File: src/hdl/blob_track_lifecycle_defines.svh
// Assertion helpers shared by the track lifecycle modules.
`ifndef BLOB_TRACK_LIFECYCLE_DEFINES_SVH
`define BLOB_TRACK_LIFECYCLE_DEFINES_SVH

// Property checked on every clock edge outside reset.
`define BTL_ASSERT(lbl, prop, msg) \
  lbl: assert property (@(posedge clk_i) disable iff (!rst_ni) prop) else $error(msg);

// Condition that must never be seen outside reset.
`define BTL_NEVER(lbl, cond, msg) \
  lbl: assert property (@(posedge clk_i) disable iff (!rst_ni) !(cond)) else $error(msg);

`endif

File: src/hdl/btl_pkg.sv
package btl_pkg;

  localparam int unsigned TrailDepth = 20;
  localparam int unsigned TrailIdxW  = (TrailDepth > 1) ? $clog2(TrailDepth) : 1;
  localparam int unsigned TrailCntW  = $clog2(TrailDepth + 1);
  localparam int unsigned CfgAddrW   = 3;

  typedef enum logic [2:0] {
    OP_START  = 3'd0,
    OP_SEEN   = 3'd1,
    OP_MISSED = 3'd2,
    OP_TERM   = 3'd3,
    OP_READ   = 3'd4
  } op_e;

  typedef enum logic [1:0] {
    LS_NASCENT = 2'd0,
    LS_BORN    = 2'd1,
    LS_ALIVE   = 2'd2,
    LS_DEAD    = 2'd3
  } life_e;

  typedef enum logic [0:0] {
    REG_NASCENT_TIME = 1'b0,
    REG_DYING_TIME   = 1'b1
  } reg_idx_e;

  typedef enum logic [1:0] {
    CS_IDLE,
    CS_EXEC,
    CS_RD_REQ,
    CS_RD_EMIT
  } ctrl_e;

  typedef struct packed {
    logic [2:0]  opcode;
    logic [31:0] time_ms;
    logic [11:0] rect_x;
    logic [11:0] rect_y;
    logic [11:0] rect_w;
    logic [11:0] rect_h;
  } in_t;

  typedef struct packed {
    logic [1:0]  life_state;
    logic [15:0] pos_x;
    logic [15:0] pos_y;
    logic        dying;
    logic [4:0]  trail_count;
    logic        last;
  } out_t;

  typedef struct packed {
    logic [15:0] nascent_time_ms;
    logic [15:0] dying_time_ms;
  } cfg_t;

  typedef struct packed {
    logic load;        // latch accepted beat
    logic exec;        // apply event, emit status beat
    logic rd_start;    // set up trail walk
    logic rd_req;      // issue trail RAM read
    logic emit_point;  // emit one trail point
  } cmd_t;

  typedef struct packed {
    logic read_nonempty;
    logic out_free;
    logic rd_last;
  } status_t;

  // Box center in 12.4: left*16 + width*8, saturated to 16 bits.
  function automatic logic [15:0] box_center(logic [11:0] lo, logic [11:0] sz);
    logic [16:0] sum;
    sum = {1'b0, lo, 4'b0} + {2'b0, sz, 3'b0};
    return sum[16] ? 16'hFFFF : sum[15:0];
  endfunction

endpackage

File: src/hdl/blob_track_lifecycle.sv
// Track lifecycle engine for one touch blob. Each input beat is an event
// (start, seen, missed, terminate, read trail) with a millisecond stamp and a
// bounding box; each event yields one status beat carrying the life state,
// the 12.4 smoothed center, the dying mark and the trail fill, except a read
// of a non-empty trail, which yields one beat per held point, oldest first,
// with last set on the final one. An event is accepted, then executed; a
// trail read of up to 20 points is accepted and set up, then each point is
// read from the single registered read port of the trail RAM and emitted. An
// output stall holds the execute and emit steps. Results sit in an output
// register, so a new event is taken while the last beat still waits
// downstream. The trail RAM needs no clear after reset; only held points are
// ever read. Registers: 0x0 nascent time (ms), 0x4 dying time (ms), both 16
// bits, reset 500; write them only while the block is idle.
module blob_track_lifecycle import btl_pkg::*; (
  input  logic                clk_i,
  input  logic                rst_ni,

  // event channel
  input  logic                in_valid_i,
  output logic                in_stall_o,
  input  in_t                 in_data_i,

  // result channel
  output logic                out_valid_o,
  input  logic                out_stall_i,
  output out_t                out_data_o,

  // APB-style register port
  input  logic                psel,
  input  logic                penable,
  input  logic                pwrite,
  input  logic [CfgAddrW-1:0] paddr,
  input  logic [31:0]         pwdata,
  output logic [31:0]         prdata,
  output logic                pready
);

  cfg_t    cfg_q, cfg_d;
  cmd_t    cmd;
  status_t st;
  logic    cfg_wr;

  // register block: index is the word address
  assign pready = 1'b1;
  assign cfg_wr = psel && penable && pwrite;

  always_comb begin
    cfg_d = cfg_q;
    if (cfg_wr) begin
      case (reg_idx_e'(paddr[2]))
        REG_NASCENT_TIME: cfg_d.nascent_time_ms = pwdata[15:0];
        REG_DYING_TIME:   cfg_d.dying_time_ms   = pwdata[15:0];
        default: begin
        end
      endcase
    end
  end

  always_ff @(posedge clk_i or negedge rst_ni) begin
    if (!rst_ni) begin
      cfg_q.nascent_time_ms <= 16'd500;
      cfg_q.dying_time_ms   <= 16'd500;
    end else begin
      cfg_q <= cfg_d;
    end
  end

  always_comb begin
    case (reg_idx_e'(paddr[2]))
      REG_NASCENT_TIME: prdata = {16'b0, cfg_q.nascent_time_ms};
      REG_DYING_TIME:   prdata = {16'b0, cfg_q.dying_time_ms};
      default:          prdata = '0;
    endcase
  end

  // sequencer: accept, execute, trail walk
  btl_ctrl u_ctrl (
    .clk_i      (clk_i),
    .rst_ni     (rst_ni),
    .in_valid_i (in_valid_i),
    .in_stall_o (in_stall_o),
    .st_i       (st),
    .cmd_o      (cmd)
  );

  // state, smoothing, trail ring and output register
  btl_dp u_dp (
    .clk_i       (clk_i),
    .rst_ni      (rst_ni),
    .cfg_i       (cfg_q),
    .in_data_i   (in_data_i),
    .cmd_i       (cmd),
    .st_o        (st),
    .out_valid_o (out_valid_o),
    .out_stall_i (out_stall_i),
    .out_data_o  (out_data_o)
  );

endmodule

File: src/hdl/btl_ram.sv
module btl_ram #(
  parameter int unsigned WIDTH = 32,
  parameter int unsigned DEPTH = 20,
  localparam int unsigned AddrW = (DEPTH > 1) ? $clog2(DEPTH) : 1
) (
  input  logic                  clk_i,
  input  logic                  we_i,
  input  logic [AddrW-1:0]      waddr_i,
  input  logic [WIDTH-1:0]      wdata_i,
  input  logic                  re_i,
  input  logic [AddrW-1:0]      raddr_i,
  output logic [WIDTH-1:0]      rdata_o
);

  logic [WIDTH-1:0] mem_q [DEPTH];
  logic [WIDTH-1:0] rdata_q;

  always_ff @(posedge clk_i) begin
    if (we_i) begin
      mem_q[waddr_i] <= wdata_i;
    end
    if (re_i) begin
      rdata_q <= mem_q[raddr_i];
    end
  end

  assign rdata_o = rdata_q;

endmodule

File: src/hdl/btl_ctrl.sv
`include "blob_track_lifecycle_defines.svh"

module btl_ctrl import btl_pkg::*; (
  input  logic    clk_i,
  input  logic    rst_ni,
  input  logic    in_valid_i,
  output logic    in_stall_o,
  input  status_t st_i,
  output cmd_t    cmd_o
);

  ctrl_e state_q, state_d;

  always_ff @(posedge clk_i or negedge rst_ni) begin
    if (!rst_ni) begin
      state_q <= CS_IDLE;
    end else begin
      state_q <= state_d;
    end
  end

  always_comb begin
    state_d    = state_q;
    cmd_o      = '0;
    in_stall_o = 1'b1;
    case (state_q)
      CS_IDLE: begin
        in_stall_o = 1'b0;
        if (in_valid_i) begin
          cmd_o.load = 1'b1;
          state_d    = CS_EXEC;
        end
      end
      CS_EXEC: begin
        if (st_i.read_nonempty) begin
          cmd_o.rd_start = 1'b1;
          state_d        = CS_RD_REQ;
        end else if (st_i.out_free) begin
          cmd_o.exec = 1'b1;
          state_d    = CS_IDLE;
        end
      end
      CS_RD_REQ: begin
        cmd_o.rd_req = 1'b1;
        state_d      = CS_RD_EMIT;
      end
      CS_RD_EMIT: begin
        if (st_i.out_free) begin
          cmd_o.emit_point = 1'b1;
          state_d          = st_i.rd_last ? CS_IDLE : CS_RD_REQ;
        end
      end
      default: begin
        state_d = CS_IDLE;
      end
    endcase
  end

  `BTL_ASSERT(a_accept_then_busy, (in_valid_i && !in_stall_o) |=> in_stall_o, "beat taken while busy")
  `BTL_ASSERT(a_emit_needs_slot, (cmd_o.exec || cmd_o.emit_point) |-> st_i.out_free, "output overrun")
  `BTL_ASSERT(a_walk_reads_first, cmd_o.rd_start |=> cmd_o.rd_req, "trail walk skipped read")

endmodule

File: src/hdl/btl_dp.sv
`include "blob_track_lifecycle_defines.svh"

module btl_dp import btl_pkg::*; (
  input  logic    clk_i,
  input  logic    rst_ni,
  input  cfg_t    cfg_i,
  input  in_t     in_data_i,
  input  cmd_t    cmd_i,
  output status_t st_o,
  output logic    out_valid_o,
  input  logic    out_stall_i,
  output out_t    out_data_o
);

  // latched event
  logic [2:0]  op_q;
  logic [31:0] time_q;
  logic [15:0] cx_q, cy_q;

  // track state
  life_e                 state_q, state_d;
  logic [31:0]           nstart_q, nstart_d;
  logic [31:0]           dstart_q, dstart_d;
  logic                  dflag_q, dflag_d;
  logic [15:0]           sx_q, sx_d, sy_q, sy_d;
  logic [TrailIdxW-1:0]  head_q, head_d;
  logic [TrailCntW-1:0]  fill_q, fill_d;

  // trail walk
  logic [TrailIdxW-1:0]  rd_idx_q, rd_idx_d;
  logic [TrailCntW-1:0]  rd_left_q, rd_left_d;

  // output register
  logic out_valid_q, out_valid_d;
  out_t out_q, out_d;
  logic out_load;

  logic        ram_we;
  logic [31:0] ram_wdata, ram_rdata;

  logic [16:0]        sx_sum, sy_sum;
  logic [31:0]        n_elapsed, d_elapsed;
  logic [TrailIdxW:0] sidx_sum;
  logic [TrailIdxW:0] sidx;

  assign sx_sum    = {1'b0, sx_q} + {1'b0, cx_q};
  assign sy_sum    = {1'b0, sy_q} + {1'b0, cy_q};
  assign n_elapsed = time_q - nstart_q;
  assign d_elapsed = time_q - dstart_q;

  // oldest held point: head - fill, modulo depth
  assign sidx_sum = {1'b0, head_q} + (TrailIdxW+1)'(TrailDepth) - (TrailIdxW+1)'(fill_q);
  assign sidx     = (sidx_sum >= (TrailIdxW+1)'(TrailDepth))
                    ? sidx_sum - (TrailIdxW+1)'(TrailDepth) : sidx_sum;

  assign st_o.read_nonempty = (op_q == OP_READ) && (fill_q != '0);
  assign st_o.out_free      = !out_valid_q || !out_stall_i;
  assign st_o.rd_last       = (rd_left_q == TrailCntW'(1));

  always_ff @(posedge clk_i) begin
    if (cmd_i.load) begin
      op_q   <= in_data_i.opcode;
      time_q <= in_data_i.time_ms;
      cx_q   <= box_center(in_data_i.rect_x, in_data_i.rect_w);
      cy_q   <= box_center(in_data_i.rect_y, in_data_i.rect_h);
    end
    if (out_load) begin
      out_q <= out_d;
    end
  end

  always_ff @(posedge clk_i or negedge rst_ni) begin
    if (!rst_ni) begin
      state_q     <= LS_DEAD;
      nstart_q    <= '0;
      dstart_q    <= '0;
      dflag_q     <= 1'b0;
      sx_q        <= '0;
      sy_q        <= '0;
      head_q      <= '0;
      fill_q      <= '0;
      rd_idx_q    <= '0;
      rd_left_q   <= '0;
      out_valid_q <= 1'b0;
    end else begin
      state_q     <= state_d;
      nstart_q    <= nstart_d;
      dstart_q    <= dstart_d;
      dflag_q     <= dflag_d;
      sx_q        <= sx_d;
      sy_q        <= sy_d;
      head_q      <= head_d;
      fill_q      <= fill_d;
      rd_idx_q    <= rd_idx_d;
      rd_left_q   <= rd_left_d;
      out_valid_q <= out_valid_d;
    end
  end

  // event update
  always_comb begin
    state_d   = state_q;
    nstart_d  = nstart_q;
    dstart_d  = dstart_q;
    dflag_d   = dflag_q;
    sx_d      = sx_q;
    sy_d      = sy_q;
    head_d    = head_q;
    fill_d    = fill_q;
    ram_we    = 1'b0;
    ram_wdata = {sy_sum[16:1], sx_sum[16:1]};
    if (cmd_i.exec) begin
      case (op_q)
        OP_START: begin
          nstart_d = time_q;
          sx_d     = cx_q;
          sy_d     = cy_q;
          dflag_d  = 1'b0;
          state_d  = LS_NASCENT;
          head_d   = '0;
          fill_d   = '0;
        end
        OP_SEEN: begin
          if (state_q inside {LS_BORN, LS_ALIVE}) begin
            state_d = LS_ALIVE;
            dflag_d = 1'b0;
            sx_d    = sx_sum[16:1];
            sy_d    = sy_sum[16:1];
            ram_we  = 1'b1;
            head_d  = (head_q == TrailIdxW'(TrailDepth - 1)) ? '0 : head_q + 1'b1;
            if (fill_q != TrailCntW'(TrailDepth)) begin
              fill_d = fill_q + 1'b1;
            end
          end else if (state_q == LS_NASCENT &&
                       n_elapsed > {16'b0, cfg_i.nascent_time_ms}) begin
            state_d = LS_BORN;
          end
        end
        OP_MISSED: begin
          if (state_q == LS_ALIVE) begin
            if (!dflag_q) begin
              dflag_d  = 1'b1;
              dstart_d = time_q;
            end else if (d_elapsed > {16'b0, cfg_i.dying_time_ms}) begin
              state_d = LS_DEAD;
            end
          end else begin
            state_d = LS_DEAD;
          end
        end
        OP_TERM: begin
          state_d = LS_DEAD;
          head_d  = '0;
          fill_d  = '0;
        end
        default: begin
        end
      endcase
    end
  end

  // trail walk and output register
  always_comb begin
    rd_idx_d    = rd_idx_q;
    rd_left_d   = rd_left_q;
    out_load    = 1'b0;
    out_d       = out_q;
    out_valid_d = out_valid_q && out_stall_i;
    if (cmd_i.rd_start) begin
      rd_idx_d  = TrailIdxW'(sidx);
      rd_left_d = fill_q;
    end
    if (cmd_i.exec) begin
      out_load          = 1'b1;
      out_d.life_state  = state_d;
      out_d.pos_x       = sx_d;
      out_d.pos_y       = sy_d;
      out_d.dying       = dflag_d && (state_d == LS_ALIVE);
      out_d.trail_count = 5'(fill_d);
      out_d.last        = 1'b1;
    end else if (cmd_i.emit_point) begin
      out_load          = 1'b1;
      out_d.life_state  = state_q;
      out_d.pos_x       = ram_rdata[15:0];
      out_d.pos_y       = ram_rdata[31:16];
      out_d.dying       = dflag_q && (state_q == LS_ALIVE);
      out_d.trail_count = 5'(fill_q);
      out_d.last        = st_o.rd_last;
      rd_idx_d  = (rd_idx_q == TrailIdxW'(TrailDepth - 1)) ? '0 : rd_idx_q + 1'b1;
      rd_left_d = rd_left_q - 1'b1;
    end
    if (out_load) begin
      out_valid_d = 1'b1;
    end
  end

  btl_ram #(
    .WIDTH (32),
    .DEPTH (TrailDepth)
  ) u_trail (
    .clk_i   (clk_i),
    .we_i    (ram_we),
    .waddr_i (head_q),
    .wdata_i (ram_wdata),
    .re_i    (cmd_i.rd_req),
    .raddr_i (rd_idx_q),
    .rdata_o (ram_rdata)
  );

  assign out_valid_o = out_valid_q;
  assign out_data_o  = out_q;

  `BTL_ASSERT(a_fill_bound, fill_q <= TrailCntW'(TrailDepth), "trail fill past depth")
  `BTL_NEVER(a_walk_underrun, cmd_i.emit_point && (rd_left_q == '0), "trail walk past end")
  `BTL_ASSERT(a_out_hold, (out_valid_q && out_stall_i) |=> (out_valid_q && $stable(out_q)), "stalled beat changed")

endmodule

File: config.mk
export PLATFORM = sky130hd
export DESIGN_NAME = blob_track_lifecycle
export DESIGN_NICKNAME = d
export VERILOG_FILES = /design/src/hdl/btl_pkg.sv /design/src/hdl/blob_track_lifecycle.sv /design/src/hdl/btl_ram.sv /design/src/hdl/btl_ctrl.sv /design/src/hdl/btl_dp.sv
export VERILOG_INCLUDE_DIRS = /design/src /design/src/hdl
export SDC_FILE = /design/constraint.sdc
export NUM_CORES = 1
export LEC_CHECK = 0
export ABC_AREA = 1
export BUFFER_PORTS_ARGS = -buffer_cell sky130_fd_sc_hd__buf_2
export CORE_UTILIZATION = 39
export DETAILED_ROUTE_END_ITERATION = 16
export PLACE_DENSITY_LB_ADDON = 0.08
export SLEW_MARGIN = 20
export SYNTH_ARGS = -nofsm -noshare
export SYNTH_HDL_FRONTEND = slang
export SYNTH_HIERARCHICAL = 1
export SYNTH_SLANG_ARGS = --single-unit
File: constraint.sdc
create_clock -name clk_i -period 6.8 [get_ports clk_i]
set_clock_uncertainty 0.15 [all_clocks]
set_input_delay 1.7 -clock clk_i [delete_from_list [all_inputs] [get_ports clk_i]]
set_output_delay 1.7 -clock clk_i [all_outputs]
set_load 0.02 [all_outputs]
==> results of run 1 <==
## sequential cells by signal, summed over array words and instances, names as in the netlist, 14 cells and up
signal and flops:
u_dp/u_trail/mem_q 640, u_dp/out_data_o 41, cfg_q 32, u_dp/dstart_q 32, u_dp/nstart_q 32, u_dp/time_q 32
u_dp/u_trail/rdata_o 32, u_dp/sx_q 16, u_dp/sy_q 16, u_dp/cx_q 14, u_dp/cy_q 14
## area by class of cell
cell class,instances,area [um^2]
clock buffers,144,2820
fillers,11156,64800
flip-flops and latches,930,27200
multi-input cells,3224,16200
clock inverters,50,529
well taps,1524,1910
inverters,441,1670
repair buffers,222,1400
## metal layers
metal  routed length [um]  vias up  global-route usage, %
met4                 3350        0                   6.08
met1                53200    15671                   25.6
li1                     -    16272                      -
met2                63600      549                   37.0
met3                 4190      194                   2.86
met5                    0        -                      0
## path summary, 6_finish.rpt
| kind | cells after the start | to |
|---|---|---|
| worst max-delay path | 5 | prdata[13] |
| worst min-delay path | 2 | cfg_q[7] |
| worst max register to register | 13 | u_dp/u_trail/mem_q[11][19] |
| worst min register to register | 2 | cfg_q[7] |
| max in group asynchronous | 2 | u_dp/rd_idx_q[1] |
| min in group asynchronous | 1 | cfg_q[0] |
## critical path, cell delays in order
cell and delay [ps]:
buf_2 510, inv_2 450, nand2_1 170, nand2_1 100, buf_2 170
## cell usage in the layout (no fill, tap or decap), types with 8 or more instances in the layout
| cell type | synthesis | layout |
|---|---|---|
| a21oi_1 | 152 | 152 |
| a221oi_1 | 13 | 13 |
| buf_12 | 2 | 11 |
| buf_2 | 53 | 164 |
| buf_4 | 29 | 46 |
| clkbuf_1 | 51 | 32 |
| clkbuf_16 | 0 | 103 |
| clkbuf_8 | 0 | 9 |
| clkinv_1 | 2 | 19 |
| clkinv_2 | 0 | 17 |
| conb_1 | 2 | 17 |
| dfrtp_1 | 140 | 136 |
| dfstp_2 | 14 | 14 |
| edfxtp_1 | 776 | 776 |
| ha_1 | 165 | 165 |
| inv_1 | 429 | 427 |
| inv_2 | 8 | 8 |
| nand2_1 | 1559 | 1557 |
| nand2_2 | 24 | 25 |
| nand3_1 | 542 | 542 |
| nand4_1 | 18 | 18 |
| nor2_1 | 295 | 270 |
| nor2_2 | 12 | 12 |
| nor2_4 | 2 | 27 |
| nor3_1 | 21 | 21 |
| o21ai_0 | 171 | 171 |
| o21ai_1 | 16 | 16 |
| o21bai_1 | 12 | 10 |
| o22ai_1 | 35 | 35 |
| xnor2_1 | 10 | 10 |
| xor2_1 | 67 | 59 |
## cell families (layout without fill, tap and decap cells)
family / Yosys count / count (layout) / synth area share, %
other cells: 2 / 17 / 0.0163
xor+xnor: 77 / 77 / 1.47
flops: 930 / 930 / 59.1
mux: 2 / 2 / 0.0435
fa+ha+maj: 172 / 172 / 4.79
simple gates: 2509 / 2509 / 22.6
buf+inv: 637 / 857 / 6.51
compound gates: 447 / 447 / 5.45
## power groups by stage
stage                     sequential (mW)  combinational [mW]  clock [mW]
after floorplan                      7.86                4.71           0
after global placement               7.92                6.91           0
after detailed placement             7.93                6.95           0
after CTS                            7.82                6.97        5.67
after global routing                 7.85                7.64        5.88
final                                7.80                6.80        5.52
==> impl_metrics.sql, run 1 <==
INSERT INTO impl_metrics (metric_group, metric, value, unit) VALUES
('layout', 'postLayoutCellArea', '51700', 'um^2'),
('clocking', 'latest_clock_arrival_within_the_worst_skew_pair', '700', 'ps'),
('yosys', 'synth.most_common_cell', 'nand2_1', ''),
('sta', 'unrepaired_setup_endpoints_after_global_routing', 'no', ''),
('clocking', 'cts-root-buf', 'clkbuf_16', ''),
('sta', 'setup-violations-final', '0', ''),
('clocking', 'ctsHtreeMaxLevel', '3', ''),
('drt', 'routedWlPerCell', '19.0', 'um'),
('power', 'power-per-cell-area', '389', 'nW/um^2'),
('placement', 'post_placement_cell_count', '6336', ''),
('clocking', 'tritoncts.num_buffers', '103', ''),
('critical_path', 'reg2reg_setup_slack', '2300', 'ps'),
('drt', 'wirelength', '124000', 'um'),
('layout', 'num-nets-final', '5219', ''),
('yosys', 'netlist-cell-type-count', '58', ''),
('clocking', 'cts.hold.buffers_added', '0', ''),
('yosys', 'dominant_register_cell_in_the_synthesized_netlist', 'edfxtp_1', ''),
('sta', 'period_share', '73.1', '%'),
('sta', 'timing.final.crit_period', '4970', 'ps'),
('layout', 'layout.core_utilization', '44.4', '%'),
('clocking', 'post_cts_repair_timing_setup_buffer_count', '0', ''),
('power', 'sw_pwr', '7.63', 'mW'),
('floorplan', 'fp-row-count', '125', ''),
('placement', 'dp_worst_setup_slack', '1450', 'ps'),
('critical_path', 'crit_arrival', '3120', 'ps'),
('sta', 'finalHoldViolations', '0', ''),
('placement', 'postPlaceCellArea', '48200', 'um^2'),
('clocking', 'cts_max_path_buffers', '3', ''),
('clocking', 'cts_resized', '0', ''),
('outcome', 'status', 'complete, no violations', ''),
('yosys', 'count_of_flip_flops_with_a_built_in_enable_after_synthesis', '776', ''),
('sta', 'max_slew.worst_pin.slew', '1130', 'ps'),
('drt', 'dr.first_iter.drc_count', '1888', ''),
('layout', 'final-instance-count-excl-fill', '6535', ''),
('critical_path', 'critical_path_required', '4950', 'ps'),
('critical_path', 'worst_setup_ep_type', 'primary output', ''),
('power', 'p_sw_share', '37.9', '%'),
('floorplan', 'top_level_ports', '201', ''),
('yosys', 'mappedNetlistArea', '46000', 'um^2'),
('worst_hold_path', 'holdCritStartpoint', 'cfg_q[7]', ''),
('worst_hold_path', 'worst_hold_path_type', 'register to register', ''),
('clocking', 'numClockSinks', '930', ''),
('critical_path', 'crit_path_max_fanout', '34', ''),
('global_routing', 'track_usage', '20.6', '%'),
('yosys', 'yosysSeqAreaShare', '59.1', '%'),
('yosys', 'synth.yosys.warnings', '6', ''),
('yosys', 'ys_top_cells_by_count', 'nand2_1 (1559), edfxtp_1 (776), nand3_1 (542), inv_1 (429), nor2_1 (295)', ''),
('floorplan', 'overall_die_width', '345', 'um'),
('floorplan', 'dieHeight', '345', 'um'),
('power', 'cellInternalPower', '12.5', 'mW'),
('global_routing', 'grt_first_pass_wirelength', '189000', 'um'),
('critical_path', 'start_kind', 'input pin', ''),
('placement', 'routabilityCongestion', '0.889', ''),
('placement', 'dp_hpwl', '81100', 'um'),
('sta', 'timing.max_slew.rel_slack', '24.3', '%'),
('flow_run', 'drv_cap', '0', ''),
('yosys', 'ys_top_cells_by_area', 'edfxtp_1 (51%), nand2_1 (13%), dfrtp_1 (7.6%)', ''),
('floorplan', 'placeableCoreArea', '117000', 'um^2'),
('global_routing', 'globalRoute.totalOverflow', '0', ''),
('power', 'total_leakage_power', '22.0', 'nW'),
('critical_path', 'crit_start', 'paddr[2]', ''),
('yosys', 'synthCells', '4776', ''),
('global_routing', 'grt_start_max_net_pins', '169', ''),
('drt', 'via_count', '32686', ''),
('critical_path', 'critPathKind', 'input pin to primary output', ''),
('sta', 'holdWs', '323', 'ps'),
('layout', 'insertedDiodeCount', '0', ''),
('drt', 'detail_route.drc_violations', '0', ''),
('sta', 'fin_setup_tns', '0', 'ps'),
('layout', 'layout-drive-gt1-share', '9.84', '%'),
('drt', 'viasPerCell', '5.00', '');
Power figures use the tool's default switching activity.
==> inputs of run 2 (changes only) <==
- ABC_AREA: 1 -> 0
- clock period: 6.8 -> 4.4 ns (I/O delays scaled with it)
==> run 2 against run 1 <==
  * The run now ends with setup timing left
  * Die area decreased by 4.8%
  * Clock power grew 48%
  * Final cell count shrank 21%
  * Wire length shrank 3.4%
  * Critical path depth grew 16
  * Cell area decreased by 0.36%
  * Utilization grew 2.1 points
==> impl_metrics.sql, run 2 <==
INSERT INTO impl_metrics (metric_group, metric, value, unit) VALUES
('drt', 'number_of_nets_still_failing_antenna_checks_after_routing', '0', ''),
('floorplan', 'floorplan.initialDensity', '39.5', '%'),
('yosys', 'post_synthesis_area_per_instance', '13.5', 'um^2'),
('layout', 'regMostFlops', 'u_dp/u_trail/mem_q', ''),
('yosys', 'ys_top_cells_by_count', 'edfxtp_1 (776), mux2i_1 (236), nand2_1 (236), ha_1 (165), inv_1 (153)', ''),
('placement', 'port-buffer-count', '165', ''),
('yosys', 'count_of_flip_flops_with_a_built_in_enable_after_synthesis', '776', ''),
('global_routing', 'grt.met3_usage', '2.83', '%'),
('drt', 'routedWlPerCell', '23.2', 'um'),
('critical_path', 'start_kind', 'register', ''),
('critical_path', 'critPathKind', 'register to register', ''),
('sta', 'fin_setup_tns', '-1210', 'ps'),
('floorplan', 'placeableCoreArea', '111000', 'um^2'),
('power', 'ir_worst_vdd', '0.359', 'mV'),
('yosys', 'synth_top_area_cell', 'edfxtp_1', ''),
('yosys', 'synth.yosys.warnings', '6', ''),
('power', 'clock_power_share', '24.1', '%'),
('power', 'p_sw_share', '36.0', '%'),
('layout', 'final-instance-count-excl-fill', '5185', ''),
('placement', 'dp_hpwl', '81600', 'um'),
('drt', 'via_count', '27835', ''),
('yosys', 'synth.most_common_cell', 'edfxtp_1', ''),
('critical_path', 'crit_path_max_fanout', '3', ''),
('yosys', 'dominant_register_cell_in_the_synthesized_netlist', 'edfxtp_1', ''),
('drt', 'dr.first_iter.drc_count', '1736', ''),
('drt', 'detail_route.drc_violations', '0', ''),
('layout', 'layout.core_utilization', '46.4', '%'),
('power', 'total_leakage_power', '19.5', 'nW'),
('global_routing', 'grt_first_pass_wirelength', '177000', 'um'),
('clocking', 'numClockSinks', '930', ''),
('layout', 'multi_input_comb_area', '15600', 'um^2'),
('global_routing', 'track_usage', '21.0', '%'),
('power', 'power-per-cell-area', '660', 'nW/um^2'),
('layout', 'num-nets-final', '3911', ''),
('layout', 'final_common_cell', 'edfxtp_1', ''),
('floorplan', 'dieHeight', '337', 'um'),
('drt', 'wirelength', '120000', 'um'),
('layout', 'ff_latch_area', '27200', 'um^2'),
('critical_path', 'crit_arrival', '5100', 'ps'),
('global_routing', 'grt_start_max_net_pins', '71', ''),
('floorplan', 'die_area', '114000', 'um^2'),
('clocking', 'ctsHtreeMaxLevel', '3', ''),
('layout', 'most-common-layout-cells', 'edfxtp_1 (776), nand2_1 (236), mux2i_1 (236)', ''),
('critical_path', 'critical_path_required', '4670', 'ps'),
('drt', 'detailed_router_iteration_count_before_antenna_repair', '5', ''),
('global_routing', 'gr-usage-met2', '35.8', '%'),
('global_routing', 'gr-usage-met1', '27.5', '%'),
('clocking', 'cts-root-buf', 'clkbuf_16', ''),
('yosys', 'yosys.area.top_type_share', '53.2', '%'),
('sta', 'maximum_operating_frequency', '0.207', 'GHz'),
('yosys', 'synth-seq-cells', '930', ''),
('placement', 'post_placement_cell_count', '4988', ''),
('global_routing', 'grt-busiest-layer', 'met2', ''),
('floorplan', 'overall_die_width', '337', 'um'),
('yosys', 'mappedNetlistArea', '43800', 'um^2'),
('sta', 'timing_max_transition_violations_final', '0', ''),
('yosys', 'yosysSeqAreaShare', '62.0', '%'),
('worst_hold_path', 'worst_hold_path_type', 'input pin to asynchronous set/reset pin', ''),
('sta', 'period_share', '110', '%'),
('power', 'sw_pwr', '12.2', 'mW'),
('power', 'comb_power_share', '37.8', '%'),
('yosys', 'ys_async_sr_fraction', '16.6', '%'),
('floorplan', 'fp-row-count', '122', ''),
('layout', 'syn2layout_area_growth', '17.6', '%'),
('sta', 'max_slew.worst_pin.slew', '1020', 'ps'),
('clocking', 'cts.hold.buffers_added', '0', ''),
('outcome', 'status', 'finished with violations', ''),
('yosys', 'synthCells', '3237', ''),
('layout', 'layout-drive-gt1-share', '23.1', '%'),
('global_routing', 'antenna_found_initial', '1', ''),
('placement', 'routabilityCongestion', '0.854', ''),
('power', 'seq_power_share', '38.1', '%'),
('clocking', 'tritoncts.num_buffers', '101', ''),
('flow_run', 'drv_cap', '0', ''),
('global_routing', 'globalRoute.totalOverflow', '0', ''),
('clocking', 'tritoncts', 'done', ''),
('sta', 'setup-violations-final', '3', ''),
('layout', 'n_fill_cell', '9852', ''),
('sta', 'finalHoldViolations', '0', ''),
('outcome', 'failed_checks', 'setup timing', ''),
('sta', 'timing.max_slew.rel_slack', '31.7', '%'),
('clocking', 'latest_clock_arrival_within_the_worst_skew_pair', '690', 'ps'),
('clocking', 'clk_pin_slew', '60', 'ps'),
('sta', 'unrepaired_setup_endpoints_after_global_routing', 'yes', ''),
('sta', 'final_critical_path_setup_slack', '-430', 'ps'),
('sta', 'timing.final.crit_period', '4830', 'ps'),
('floorplan', 'top_level_ports', '201', ''),
('drt', 'viasPerCell', '5.37', ''),
('critical_path', 'worst_setup_ep_type', 'register', ''),
('clocking', 'cts_max_path_buffers', '3', ''),
('yosys', 'netlist-cell-type-count', '98', ''),
('power', 'cellInternalPower', '21.7', 'mW'),
('layout', 'largest_reg_flops', '640', ''),
('yosys', 'ys_top_cells_by_area', 'edfxtp_1 (53%), dfrtp_1 (8.0%), mux2i_1 (5.4%)', ''),
('global_routing', 'first_global_vias', '27986', '');
[run 2: cell count changes after synthesis, sizes merged, moves of 44 or more]
cell,change
a211oi,+44
mux2i,+234
nand3,-442
nand2,-1347
nor2,-161
a22oi,+60
inv,-286
mux2,+137
[run 2: power by group through the flow]
stage	registers, mW	clock network [mW]	logic, mW
4_1_cts	12.9	8.44	12.9
2_1_floorplan	13.0	0	8.03
5_1_grt	13.0	8.75	14.0
3_3_place_gp	13.1	0	12.5
3_5_place_dp	13.1	0	12.7
6_report	12.9	8.18	12.9
[run 2: kinds of logic after synthesis]
family | count (synthesis) | synth area share, %
other | 2 | 0.0171
XOR/XNOR | 74 | 1.50
AO/OA/AOI/OAI | 635 | 9.37
adder cells (fa/ha/maj) | 172 | 5.03
buffers and inverters | 307 | 3.50
flip-flops | 930 | 62.0
AND/OR/NAND/NOR | 712 | 7.89
multiplexers | 405 | 10.7
[run 2: through the flow]
step	hold WS (ps)	area (um^2)	total power, mW	setup WS (ps)
finish	264	51500	34.0	-430
global route	280	51500	35.8	-752
CTS	239	51400	34.3	-466
detailed placement	328	48000	25.8	-754
global placement	317	48000	25.6	-692
floorplan	304	43900	21.0	-479
[run 2: area by class of cell]
cell class | count | share of cell area [%]
diodes | 1 | 0.00486
clock buffers | 121 | 5.15
clock inverters | 64 | 1.06
inverters | 153 | 1.11
multi-input cells | 2015 | 30.3
flip-flops and latches | 930 | 52.8
well taps | 1488 | 3.61
repair buffers | 413 | 6.01
[run 2: path summary, 6_finish.rpt]
check | startpoint | endpoint | slack [ps] | depth (start not counted)
worst max-delay path | u_dp/nstart_q[0] | u_dp/out_data_o[39] | -430 | 21
worst min register to register | u_dp/dstart_q[0] | u_dp/dstart_q[0] | 340 | 2
min in group clk_i | u_dp/dstart_q[0] | u_dp/dstart_q[0] | 340 | 2
max in group asynchronous | rst_ni | u_dp/state_q[1] | 3000 | 2
worst min-delay path | rst_ni | cfg_q[30] | 260 | 1
worst max register to register | u_dp/nstart_q[0] | u_dp/out_data_o[39] | -430 | 21
[run 2: layer usage]
metal  part of all wire [%]  up-vias
li1                       -    12974
met1                     43    14072
met2                     49      606
met3                    4.3      183
met4                    3.0        0
met5                      0        -
[run 2: what timing repair did]
action / CTS / global route
pin swaps: 10 / 12
setup endpoints to repair: 3 / 3
hold endpoints to repair: 0 / 0
gates resized for setup: 27 / 14
buffers inserted: 10 / 2
[run 2: worst max-delay path, cell delays in order (launching register included)]
cell       delay (ps)
dfrtp_1           420
ha_4              190
buf_4             120
buf_4             120
nor2b_1           190
o31ai_2           140
a211oi_4          290
nor2_1            100
o21ai_1           150
xor2_1            260
ha_1              290
nand4_1           160
nor2_1             70
a221o_1           320
o31a_1            350
a2111oi_2         240
o2111ai_1         170
nor4_2            250
and4_4            280
a31oi_4           100
a21oi_2           140
nor2_2             60
